$ cat src/design/mtm_pkg.sv
// Shared types and constants for the masked temporal mean composite block.
// Used by mtm_accum, mtm_divider and masked_temporal_mean_composite.
`timescale 1ns / 1ps

package mtm_pkg;

    localparam int NUM_BANDS  = 4;
    localparam int BAND_W     = 16;
    localparam int SUM_W      = 22;
    localparam int CNT_W      = 7;
    localparam int MEAN_W     = 16;
    localparam int NUM_W      = 32;
    localparam int DEN_W      = 17;
    localparam int SEL_W      = 2;
    localparam int STEP_W     = 5;
    localparam int NODATA_W   = 8;

    localparam int COUNT_MAX  = 127;
    localparam int MEAN_SCALE = 816;   // 51/1000 in 12.4 is 816/1000
    localparam int DEN_SCALE  = 1000;

    localparam logic [SUM_W-1:0]  SUM_MAX   = {SUM_W{1'b1}};
    localparam logic [MEAN_W-1:0] MEAN_MAX  = {MEAN_W{1'b1}};
    localparam logic [SEL_W-1:0]  LAST_BAND = SEL_W'(NUM_BANDS - 1);

    typedef logic [SEL_W-1:0] band_sel_t;

    typedef struct packed {
        logic              pixel_in_region;
        logic              sample_valid;
        logic [BAND_W-1:0] band_a;
        logic [BAND_W-1:0] band_b;
        logic [BAND_W-1:0] band_c;
        logic [BAND_W-1:0] band_d;
        logic              last_of_pixel;
    } item_t;

    typedef struct packed {
        logic [MEAN_W-1:0] mean_a;
        logic [MEAN_W-1:0] mean_b;
        logic [MEAN_W-1:0] mean_c;
        logic [MEAN_W-1:0] mean_d;
        logic              no_data;
    } result_t;

    typedef struct packed {
        logic      add_en;
        logic      inc_en;
        logic      clear;
        band_sel_t sel;
    } accum_ctrl_t;

    typedef enum logic [2:0] {
        ST_IDLE,
        ST_ACC,
        ST_FINISH,
        ST_MUL,
        ST_DIV_GO,
        ST_DIV_WAIT,
        ST_OUT
    } state_t;

endpackage

$ cat src/design/mtm_accum.sv
// Per-pixel band sums and valid count, updated one band per cycle
// through a single saturating adder. Depends on mtm_pkg.
`timescale 1ns / 1ps

module mtm_accum
    import mtm_pkg::*;
(
    input  logic              clk,
    input  logic              rst_n,
    input  accum_ctrl_t       ctrl,
    input  logic [BAND_W-1:0] band_value,
    output logic [SUM_W-1:0]  sum_sel,
    output logic [CNT_W-1:0]  count
);

    logic [SUM_W-1:0] sum_reg [NUM_BANDS];
    logic [SUM_W-1:0] sum_next;
    logic [SUM_W:0]   sum_wide;
    logic [CNT_W-1:0] count_reg;
    logic [CNT_W-1:0] count_next;

    assign sum_sel = sum_reg[ctrl.sel];
    assign count   = count_reg;

    always_comb
    begin
        sum_wide   = {1'b0, sum_sel} + (SUM_W + 1)'(band_value);
        // saturate at full scale
        sum_next   = sum_wide[SUM_W] ? SUM_MAX : sum_wide[SUM_W-1:0];
        count_next = count_reg + CNT_W'(1);
    end

    always_ff @(posedge clk or negedge rst_n)
    begin
        if (!rst_n)
        begin
            for (int i = 0; i < NUM_BANDS; i++)
            begin
                sum_reg[i] <= '0;
            end
            count_reg <= '0;
        end
        else if (ctrl.clear)
        begin
            for (int i = 0; i < NUM_BANDS; i++)
            begin
                sum_reg[i] <= '0;
            end
            count_reg <= '0;
        end
        else
        begin
            if (ctrl.add_en)
            begin
                sum_reg[ctrl.sel] <= sum_next;
            end
            if (ctrl.inc_en)
            begin
                count_reg <= count_next;
            end
        end
    end

endmodule

$ cat src/design/mtm_divider.sv
// Restoring divider, one quotient bit per cycle.
// Depends on mtm_pkg.
`timescale 1ns / 1ps

module mtm_divider
    import mtm_pkg::*;
(
    input  logic             clk,
    input  logic             rst_n,
    input  logic             start,
    input  logic [NUM_W-1:0] dividend,
    input  logic [DEN_W-1:0] divisor,
    output logic             done,
    output logic [NUM_W-1:0] quotient
);

    logic              run_reg;
    logic              run_next;
    logic              done_reg;
    logic              done_next;
    logic [STEP_W-1:0] step_reg;
    logic [STEP_W-1:0] step_next;
    logic [NUM_W-1:0]  quo_reg;
    logic [NUM_W-1:0]  quo_next;
    logic [DEN_W-1:0]  rem_reg;
    logic [DEN_W-1:0]  rem_next;
    logic [DEN_W-1:0]  div_reg;
    logic [DEN_W-1:0]  div_next;
    logic [DEN_W:0]    partial;
    logic [DEN_W:0]    diff;
    logic              fits;

    assign done     = done_reg;
    assign quotient = quo_reg;

    always_comb
    begin
        partial   = {rem_reg, quo_reg[NUM_W-1]};
        diff      = partial - {1'b0, div_reg};
        fits      = (partial >= {1'b0, div_reg});
        run_next  = run_reg;
        done_next = 1'b0;
        step_next = step_reg;
        quo_next  = quo_reg;
        rem_next  = rem_reg;
        div_next  = div_reg;
        if (start)
        begin
            run_next  = 1'b1;
            step_next = '0;
            quo_next  = dividend;
            rem_next  = '0;
            div_next  = divisor;
        end
        else if (run_reg)
        begin
            // shift in the next dividend bit, subtract when it fits
            quo_next  = {quo_reg[NUM_W-2:0], fits};
            rem_next  = fits ? diff[DEN_W-1:0] : partial[DEN_W-1:0];
            step_next = step_reg + STEP_W'(1);
            if (step_reg == STEP_W'(NUM_W - 1))
            begin
                run_next  = 1'b0;
                done_next = 1'b1;
            end
        end
    end

    always_ff @(posedge clk or negedge rst_n)
    begin
        if (!rst_n)
        begin
            run_reg  <= 1'b0;
            done_reg <= 1'b0;
            step_reg <= '0;
        end
        else
        begin
            run_reg  <= run_next;
            done_reg <= done_next;
            step_reg <= step_next;
        end
    end

    always_ff @(posedge clk)
    begin
        quo_reg <= quo_next;
        rem_reg <= rem_next;
        div_reg <= div_next;
    end

endmodule

$ cat src/design/masked_temporal_mean_composite.sv
// Top level of the masked temporal mean composite: sequencer, config register,
// output register. Depends on mtm_pkg, mtm_accum and mtm_divider.
`timescale 1ns / 1ps

// Usage:
// Each item beat carries one date sample of the current pixel. A sample with
// sample_valid set is added to the four band sums (saturating) and counted,
// up to MAX_DATES or 127 samples. The beat with last_of_pixel set closes the
// pixel and yields one result beat: four band means scaled by 51/1000, in
// unsigned 12.4, or nodata_value.0 on all bands with no_data set when the
// pixel is outside the region or had no valid sample.
// Sequence: a summed sample has the shared adder walk the four bands in turn.
// A closing sample goes through a setup step, and per band a multiply
// step, a start step and a wait on the one-bit-per-cycle divider, before the
// result goes to the result register. A no-data pixel skips the multiply and
// divider steps.
// The result register holds a finished result while the next pixel's
// samples are taken; once a second result is ready the sequencer stops
// taking samples until the receiver has taken the first. Reset clears sums,
// count and the result valid, and sets nodata_value to 255. nodata_value is
// the only APB register; paddr is not decoded, so it answers at any address.

module masked_temporal_mean_composite
    import mtm_pkg::*;
#(
    parameter int MAX_DATES = 64
)
(
    input  logic                clk,
    input  logic                rst_n,
    input  logic                psel,
    input  logic                penable,
    input  logic                pwrite,
    input  logic [1:0]          paddr,
    input  logic [31:0]         pwdata,
    output logic [31:0]         prdata,
    output logic                pready,
    input  logic                item_valid,
    output logic                item_ready,
    input  item_t               item_data,
    output logic                res_valid,
    input  logic                res_ready,
    output result_t             res_data
);

    localparam logic [CNT_W-1:0] COUNT_LIMIT =
        CNT_W'((MAX_DATES < COUNT_MAX) ? MAX_DATES : COUNT_MAX);

    state_t               state_reg;
    state_t               state_next;
    band_sel_t            band_reg;
    band_sel_t            band_next;
    item_t                item_reg;
    logic                 nodata_flag_reg;
    logic [DEN_W-1:0]     den_reg;
    logic [NUM_W-1:0]     num_reg;
    logic [MEAN_W-1:0]    mean_reg [NUM_BANDS];
    result_t              res_reg;
    result_t              res_next;
    logic                 res_valid_reg;
    logic [NODATA_W-1:0]  nodata_value_reg;

    accum_ctrl_t          accum_ctrl;
    logic [BAND_W-1:0]    band_value;
    logic [SUM_W-1:0]     sum_sel;
    logic [CNT_W-1:0]     count;
    logic                 div_start;
    logic                 div_done;
    logic [NUM_W-1:0]     quotient;
    logic [MEAN_W-1:0]    mean_sat;
    logic                 item_accept;
    logic                 out_free;
    logic                 load_out;
    logic                 cfg_write;
    logic [MEAN_W-1:0]    nodata_mean;

    assign pready      = 1'b1;
    assign prdata      = {{(32 - NODATA_W){1'b0}}, nodata_value_reg};
    assign cfg_write   = psel && penable && pwrite;
    assign item_accept = item_valid && item_ready;
    assign out_free    = !res_valid_reg || res_ready;
    assign res_valid   = res_valid_reg;
    assign res_data    = res_reg;
    assign nodata_mean = {{(MEAN_W - NODATA_W - 4){1'b0}}, nodata_value_reg, 4'b0000};
    assign mean_sat    = (quotient[NUM_W-1:MEAN_W] != '0) ? MEAN_MAX : quotient[MEAN_W-1:0];

    always_comb
    begin
        case (band_reg)
            2'd0:    band_value = item_reg.band_a;
            2'd1:    band_value = item_reg.band_b;
            2'd2:    band_value = item_reg.band_c;
            default: band_value = item_reg.band_d;
        endcase
    end

    mtm_accum u_accum (
        .clk        (clk),
        .rst_n      (rst_n),
        .ctrl       (accum_ctrl),
        .band_value (band_value),
        .sum_sel    (sum_sel),
        .count      (count)
    );

    mtm_divider u_divider (
        .clk      (clk),
        .rst_n    (rst_n),
        .start    (div_start),
        .dividend (num_reg),
        .divisor  (den_reg),
        .done     (div_done),
        .quotient (quotient)
    );

    // next state
    always_comb
    begin
        state_next = state_reg;
        case (state_reg)
            ST_IDLE:
            begin
                if (item_valid)
                begin
                    if (item_data.sample_valid && (count < COUNT_LIMIT))
                    begin
                        state_next = ST_ACC;
                    end
                    else if (item_data.last_of_pixel)
                    begin
                        state_next = ST_FINISH;
                    end
                end
            end
            ST_ACC:
            begin
                if (band_reg == LAST_BAND)
                begin
                    state_next = item_reg.last_of_pixel ? ST_FINISH : ST_IDLE;
                end
            end
            ST_FINISH:
            begin
                if (!item_reg.pixel_in_region || (count == '0))
                begin
                    state_next = ST_OUT;
                end
                else
                begin
                    state_next = ST_MUL;
                end
            end
            ST_MUL:      state_next = ST_DIV_GO;
            ST_DIV_GO:   state_next = ST_DIV_WAIT;
            ST_DIV_WAIT:
            begin
                if (div_done)
                begin
                    state_next = (band_reg == LAST_BAND) ? ST_OUT : ST_MUL;
                end
            end
            ST_OUT:
            begin
                if (out_free)
                begin
                    state_next = ST_IDLE;
                end
            end
            default:     state_next = ST_IDLE;
        endcase
    end

    // outputs of the sequencer
    always_comb
    begin
        item_ready       = 1'b0;
        accum_ctrl       = '0;
        accum_ctrl.sel   = band_reg;
        div_start        = 1'b0;
        load_out         = 1'b0;
        band_next        = band_reg;
        case (state_reg)
            ST_IDLE:
            begin
                item_ready = 1'b1;
                band_next  = '0;
            end
            ST_ACC:
            begin
                accum_ctrl.add_en = 1'b1;
                accum_ctrl.inc_en = (band_reg == LAST_BAND);
                band_next         = band_reg + SEL_W'(1);
            end
            ST_DIV_GO:
            begin
                div_start = 1'b1;
            end
            ST_DIV_WAIT:
            begin
                if (div_done)
                begin
                    band_next = band_reg + SEL_W'(1);
                end
            end
            ST_OUT:
            begin
                load_out         = out_free;
                accum_ctrl.clear = out_free;
            end
            default:
            begin
                item_ready = 1'b0;
            end
        endcase
    end

    always_comb
    begin
        if (nodata_flag_reg)
        begin
            res_next.mean_a  = nodata_mean;
            res_next.mean_b  = nodata_mean;
            res_next.mean_c  = nodata_mean;
            res_next.mean_d  = nodata_mean;
            res_next.no_data = 1'b1;
        end
        else
        begin
            res_next.mean_a  = mean_reg[0];
            res_next.mean_b  = mean_reg[1];
            res_next.mean_c  = mean_reg[2];
            res_next.mean_d  = mean_reg[3];
            res_next.no_data = 1'b0;
        end
    end

    always_ff @(posedge clk or negedge rst_n)
    begin
        if (!rst_n)
        begin
            state_reg        <= ST_IDLE;
            band_reg         <= '0;
            res_valid_reg    <= 1'b0;
            nodata_value_reg <= 8'd255;
        end
        else
        begin
            state_reg <= state_next;
            band_reg  <= band_next;
            if (load_out)
            begin
                res_valid_reg <= 1'b1;
            end
            else if (res_ready)
            begin
                res_valid_reg <= 1'b0;
            end
            if (cfg_write)
            begin
                nodata_value_reg <= pwdata[NODATA_W-1:0];
            end
        end
    end

    always_ff @(posedge clk)
    begin
        if (item_accept)
        begin
            item_reg <= item_data;
        end
        if (state_reg == ST_FINISH)
        begin
            nodata_flag_reg <= !item_reg.pixel_in_region || (count == '0);
            den_reg         <= DEN_W'(count) * DEN_W'(DEN_SCALE);
        end
        // numerator with half the divisor added for round-half-up
        if (state_reg == ST_MUL)
        begin
            num_reg <= NUM_W'(sum_sel) * NUM_W'(MEAN_SCALE) + NUM_W'(den_reg >> 1);
        end
        if ((state_reg == ST_DIV_WAIT) && div_done)
        begin
            mean_reg[band_reg] <= mean_sat;
        end
        if (load_out)
        begin
            res_reg <= res_next;
        end
    end

endmodule

$ cat config.mk
export PLATFORM = sky130hd
export DESIGN_NAME = masked_temporal_mean_composite
export DESIGN_NICKNAME = d
export VERILOG_FILES = /design/src/design/mtm_pkg.sv /design/src/design/mtm_accum.sv /design/src/design/mtm_divider.sv /design/src/design/masked_temporal_mean_composite.sv
export SDC_FILE = /design/constraint.sdc
export NUM_CORES = 1
export LEC_CHECK = 0
export BUFFER_PORTS_ARGS = -buffer_cell sky130_fd_sc_hd__buf_2
export CORE_MARGIN = 5
export CORE_UTILIZATION = 40
export CTS_BUF_LIST = sky130_fd_sc_hd__clkbuf_8 sky130_fd_sc_hd__clkbuf_16
export CTS_CLUSTER_SIZE = 8
export DETAILED_ROUTE_END_ITERATION = 6
export PLACE_DENSITY_LB_ADDON = 0.15
export RECOVER_POWER = 100
export SYNTH_ARGS = -nofsm -noshare
export SYNTH_HDL_FRONTEND = slang
export SYNTH_SLANG_ARGS = --single-unit
$ cat constraint.sdc
create_clock -name clk -period 7.7 [get_ports clk]
set_clock_uncertainty 0.05 [all_clocks]
set_input_delay 0.77 -clock clk [delete_from_list [all_inputs] [get_ports clk]]
set_output_delay 0.77 -clock clk [all_outputs]
set_load 0.02 [all_outputs]
== Yosys cells after proc, flatten, opt, wreduce, memory -nomap -nowiden ==
Memories as Yosys holds them, arrays and structs flattened.
Cells that the tools add are included.
Word-level totals
  bits in registers: 357
  RAM bits: 64
  output and inout port bits: 100
  logic and storage cells: 128
  memories: 1
Memory list
  mean_reg: words 4, width 16, rd ports 4, clocked after Yosys merged registers in 0, wr ports 1, RTL line masked_temporal_mean_composite.sv:57  | logic [MEAN_W-1:0] mean_reg [NUM_BANDS];
Cells by class
  add/subtract/negate cells: 6
  $mul: 2
  order comparisons: 4
  eq/ne operators: 15
  mux-type cells: 45
  bitwise operators: 1
  reductions and logical operators: 21
Operators with widths (count)
  two-way mux 88 bit: 2
  bitwise mux 88 bit: 1
  two-way mux 22 bit: 4
  two-way mux 32 bit: 2
  two-way mux 61 bit: 1
  one-hot mux 16 bit (3 select lines): 1
  binary-select mux 22 bit (select 2 bit): 1
  demux 22 bit (select 2 bit): 1
  adder 32 x 16 -> 32 bit: 1
  multiplier 22 x 6 -> 28 bit (second input constant): 1
  two-way mux 3 bit: 8
  adder 22 x 16 -> 23 bit: 1
  one-hot mux 3 bit (7 select lines): 1
  >= comparator 18 x 17 -> 1 bit: 1
  two-way mux 17 bit: 1
  subtractor 17 bit: 1
  two-way mux 16 bit: 1
  nonzero test 16 bit: 1
  multiplier 7 x 7 -> 14 bit (second input constant): 1
  two-way mux 7 bit: 2
  two-way mux 1 bit: 13
  two-way mux 5 bit: 2
  equality test 3 bit (second input constant): 3
  nonzero test 2 bit: 4
  26 further kinds: 39

== Longest topological paths before layout ==
  depth in word-level cells: 9
  mapped depth: 24
  depth with buffers taken out: 21

== Hierarchy ==
A second synthesis with hierarchy kept.
Unflattened totals
  cells, all modules: 1955
  area, all modules: 23074.6 sq um
Modules (own cells, without submodules)
  masked_temporal_mean_composite: times used 1, cells each 1109, area each 14039.7 sq um, sequential area each 7567.3 sq um
  mtm_accum: times used 1, cells each 510, area each 5134.9 sq um, sequential area each 2377.3 sq um
  mtm_divider: times used 1, cells each 336, area each 3900.0 sq um, sequential area each 1986.9 sq um

== Worst setup path before layout ==
OpenSTA, ideal clock, no wires.
  path kind: register -> register
  start: register band_reg[0]
  end: register num_reg[31], data pin
  arrival: 6.896 ns
  data required time: 7.383 ns
  path slack: 0.486 ns
  cell stages (with the launch flop): 25
  buffers on the path: 4
  period minus slack after synthesis: 7.214 ns
  cells stage by stage: dfrtp_1 clkbuf_1 buf_1 clkbuf_1 mux4_2 ha_1 fa_1 inv_1 fa_1 inv_1 ha_1 clkbuf_1 a21oi_1 a21boi_1 nor2_1 xor2_1 ha_1 nand2_1 or3_1 or4_1 nand3_1 nand4_1 nand4b_2 nor4b_2 xor2_1
Between the ends
  longest elaborated chain between the ends: 6
RTL lines
  start: declaration: RTL line masked_temporal_mean_composite.sv:51  | band_sel_t band_reg;
  start signal: assignment: RTL line masked_temporal_mean_composite.sv:249  | band_reg <= band_next;
  NOT 2 -> 3 bit (not written as such): RTL line mtm_accum.sv:22  | assign sum_sel = sum_reg[ctrl.sel];
  binary-select mux 22 bit (select 2 bit): RTL line mtm_accum.sv:22
  two-way mux 22 bit (not written as such) (2 in a row): RTL line mtm_accum.sv:22
  multiplier 22 x 6 -> 28 bit: RTL line masked_temporal_mean_composite.sv:279  | num_reg <= NUM_W'(sum_sel) * NUM_W'(MEAN_SCALE) + NUM_W'(den_reg >> 1);
  adder 32 x 16 -> 32 bit: RTL line masked_temporal_mean_composite.sv:279
  end signal: assignment: RTL line masked_temporal_mean_composite.sv:279
  end: declaration: RTL line masked_temporal_mean_composite.sv:56  | logic [NUM_W-1:0] num_reg;
Every way passes these cells. The select of a mux whose other input is x is not followed.
A chain may end at the register's enable or synchronous reset.

== Worst setup path after layout ==
Same ends and word-level chain as after synthesis.

==> metrics.txt <==
Initial Util 0.405; first-pass GRT wire length 83200 µm; Die Wd 247 µm; CTS clk-pin slew, worst paths 50 ps; final hold violations 0; initial antenna violation count 0; num rows 86; worst r2r path cells 21; WP buf/inv 1; Max Freq 143 MHz; Crit path top cell by count ha_1; slew at the pin closest to its max-slew limit 4090 ps; hold depth 1; met2 Use GR 0.288; adder-cell share of the synthesized area 0.128; Post-CTS Resized 0; run status complete, but fails checks; busiest grt layer met2; CTS buffer count 58; Worst setup EP type flop; Yosys warning count 0; Synth Area per Inst 11.5 µm²; post-synthesis async set-or-reset flop share 0.277; Routed WL 52300 µm; leading area contributor after synthesis edfxtp_1; Post-Syn Area 0.0224 mm²; gr ovfl total 0; Static Leak 10.9 nW; number of flops mapped to enable cells by yosys 286; root buf cell clkbuf_16; die area 0.0609 mm²; critical path depth 21; Slew headroom -1.73; worst hold path class primary input to flop; clock buffer depth 3; Setup violations, final 0; clock sinks 419; DRC 0; PortBufs 156; Power Total 4.78 mW; layout cells sized above 1 0.103; Final Cycle Share 0.906; Cells after Synth 1954; max reg flops 88; Slew Viols, Final 556; DPL Wire Length 38500 µm; RSZ-0062 raised after global routing no; IO Count 208; TritonCTS clock tree built; CP Launch Type flop; Final #Nets 2432; Seq/Total Area, Yosys 0.528; XOR/XNOR Fraction of Synth Area 0.0320; Layout area overhead 13.6%; Yosys reg bits 419; CORE AREA 0.0553 mm²; pre-CTS setup slack 793 ps; slowest CP cell dfrtp_1; post-CTS setup buffer count 0; htree depth 2; Post-Synth Simple-Gate Area 0.107; number of routed nets with antenna violations 0; antenna cell count 0; Slowest Stage Delay on Critical Path 900 ps; WP data arrival 7260 ps; worst ir drop on vdd 0.176 mV; vias in the first global route 15300; Synth Area in Compound Gates 0.119; Die Height 247 µm; largest net degree at the start of global routing 74; Routed WL per cell 18.0 µm; crit-path cells buf_4 -> mux4_2 -> ha_1 -> ha_1 -> ha_1 -> xor2_1 -> ha_1 -> o21ai_0 -> o21bai_1 -> a21oi_1 -> o21ai_0 -> xor2_1 -> ha_1 -> nand2_1 -> or3_1 -> or4_1 -> nand3_1 -> nand4_1 -> nand4b_1 -> nor4b_1 -> xor2_1; Hold Buf Count CTS 0; count of cell types in the netlist 81; DR iter-0 viols 831; met1 Use GR 0.228; Top FF cell, synth edfxtp_1; Pre-antenna DRT Iters 7; required time of the worst setup path 7980 ps; ranking of synthesized cells by area edfxtp_1, dfrtp_1, ha_1; routed vias/inst 5.09; combinational family with the most area after synthesis adder cells; RD Place Congestion 0.891; pwr dens 188 mW/mm²; Min Clock Period, post-route 6970 ps; failing checks max-capacitance violations, max-slew violations; CP max FO 15; CP delay by family, top simple AND/OR/NAND/NOR gates; Synth top area share 0.383; Setup WS post-layout 727 ps; mux share of post-synthesis cell area 0.0356; Tot GR Track Use 0.170; WS Path Type flop to flop; MaxCap Viol Count 12; M3 GR Usage 0.0239; clk_lat worst skew 620 ps; via count 14800; setup TNS 0 ps
-- power by group --
group | switching (mW) | internal [mW]
combinational | 0.0541 | 0.0268
clock | 0.938 | 1.35
sequential | 0.00604 | 2.41
-- cells in the final DEF (no fill, tap or decap), types with 25 or more instances in the layout --
| cell | netlist | routed |
|---|---|---|
| inv_1 | 182 | 222 |
| xor2_1 | 33 | 33 |
| nand2_1 | 206 | 206 |
| a21o_1 | 26 | 26 |
| nor2b_1 | 39 | 39 |
| dfrtp_1 | 108 | 108 |
| clkbuf_1 | 64 | 95 |
| nand3_1 | 33 | 33 |
| clkbuf_16 | 0 | 58 |
| edfxtp_1 | 286 | 286 |
| conb_1 | 2 | 25 |
| a21oi_1 | 94 | 94 |
| fa_1 | 50 | 50 |
| buf_2 | 1 | 76 |
| xnor2_1 | 49 | 49 |
| ha_1 | 149 | 149 |
| nor2_1 | 104 | 101 |
| o21ai_0 | 124 | 141 |
-- synthesized netlist by cell type, types with 6 or more instances --
cell and instances:
a211oi_1 11, a21o_1 26, a21oi_1 94, a222oi_1 16
a22o_1 21, a31oi_1 7, and2_1 13, and3_1 14
buf_4 25, clkbuf_1 64, dfrtp_1 108, dfstp_2 8
dfxtp_1 17, edfxtp_1 286, fa_1 50, ha_1 149
inv_1 182, mux2_2 10, mux2i_1 19, mux4_2 22
nand2_1 206, nand2b_1 7, nand3_1 33, nand4_1 9
nor2_1 104, nor2b_1 39, nor3_1 24, nor3b_1 8
nor4_1 6, o21a_1 13, o21ai_0 124, o21ai_1 24
o21bai_1 16, o31a_1 6, o31ai_1 7, or2_2 22
or3_1 7, xnor2_1 49, xor2_1 33
-- kinds of logic after synthesis --
| logic type | after synthesis |
|---|---|
| AND/OR/NAND/NOR | 506 |
| flip-flops | 419 |
| AO/OA/AOI/OAI | 415 |
| buffers and inverters | 280 |
| adder cells (fa/ha/maj) | 199 |
| XOR/XNOR | 82 |
| multiplexers | 51 |
| other | 2 |
-- per-layer routing --
layer,vias to the layer above,wire length (µm)
met5,-,0
met4,0,1660
met3,96,2240
met2,300,25200
met1,7179,23200
li1,7250,-
-- through the flow --
stage           util  instances  instance area, µm²  hold WS [ps]
2_1_floorplan      -       1977               22500           371
3_3_place_gp   0.434       2813               24000           407
3_5_place_dp   0.434       2813               24000           400
4_1_cts        0.464       2914               25700           185
5_1_grt        0.461       2914               25500           251
6_report       0.461       2914               25500           277
-- worst paths after layout --
kind	startpoint	to	slack, ps
max reg2reg	band_reg[0]$_DFFE_PN0P_	num_reg[31]$_DFFE_PP_	730
max	band_reg[0]$_DFFE_PN0P_	num_reg[31]$_DFFE_PP_	730
max in group asynchronous	rst_n	u_accum.sum_reg[2]$_DFFE_PN0P_	1870
min	item_data[13]	item_reg[13]$_DFFE_PP_	280
min in group asynchronous	rst_n	u_accum.sum_reg[75]$_DFFE_PN0P_	1130
min reg2reg	den_reg[7]$_DFFE_PP_	u_divider.div_reg[7]$_DFFE_PP_	410
-- cell type report --
class | instances | area (µm²)
clock buffer | 58 | 1450
clock inverter | 43 | 218
fill | 5257 | 29800
inverter | 185 | 694
multi-input combinational | 1278 | 9510
sequential | 419 | 11800
tap | 748 | 936
timing repair buffer | 183 | 827
(Power assumes the default switching activity.)
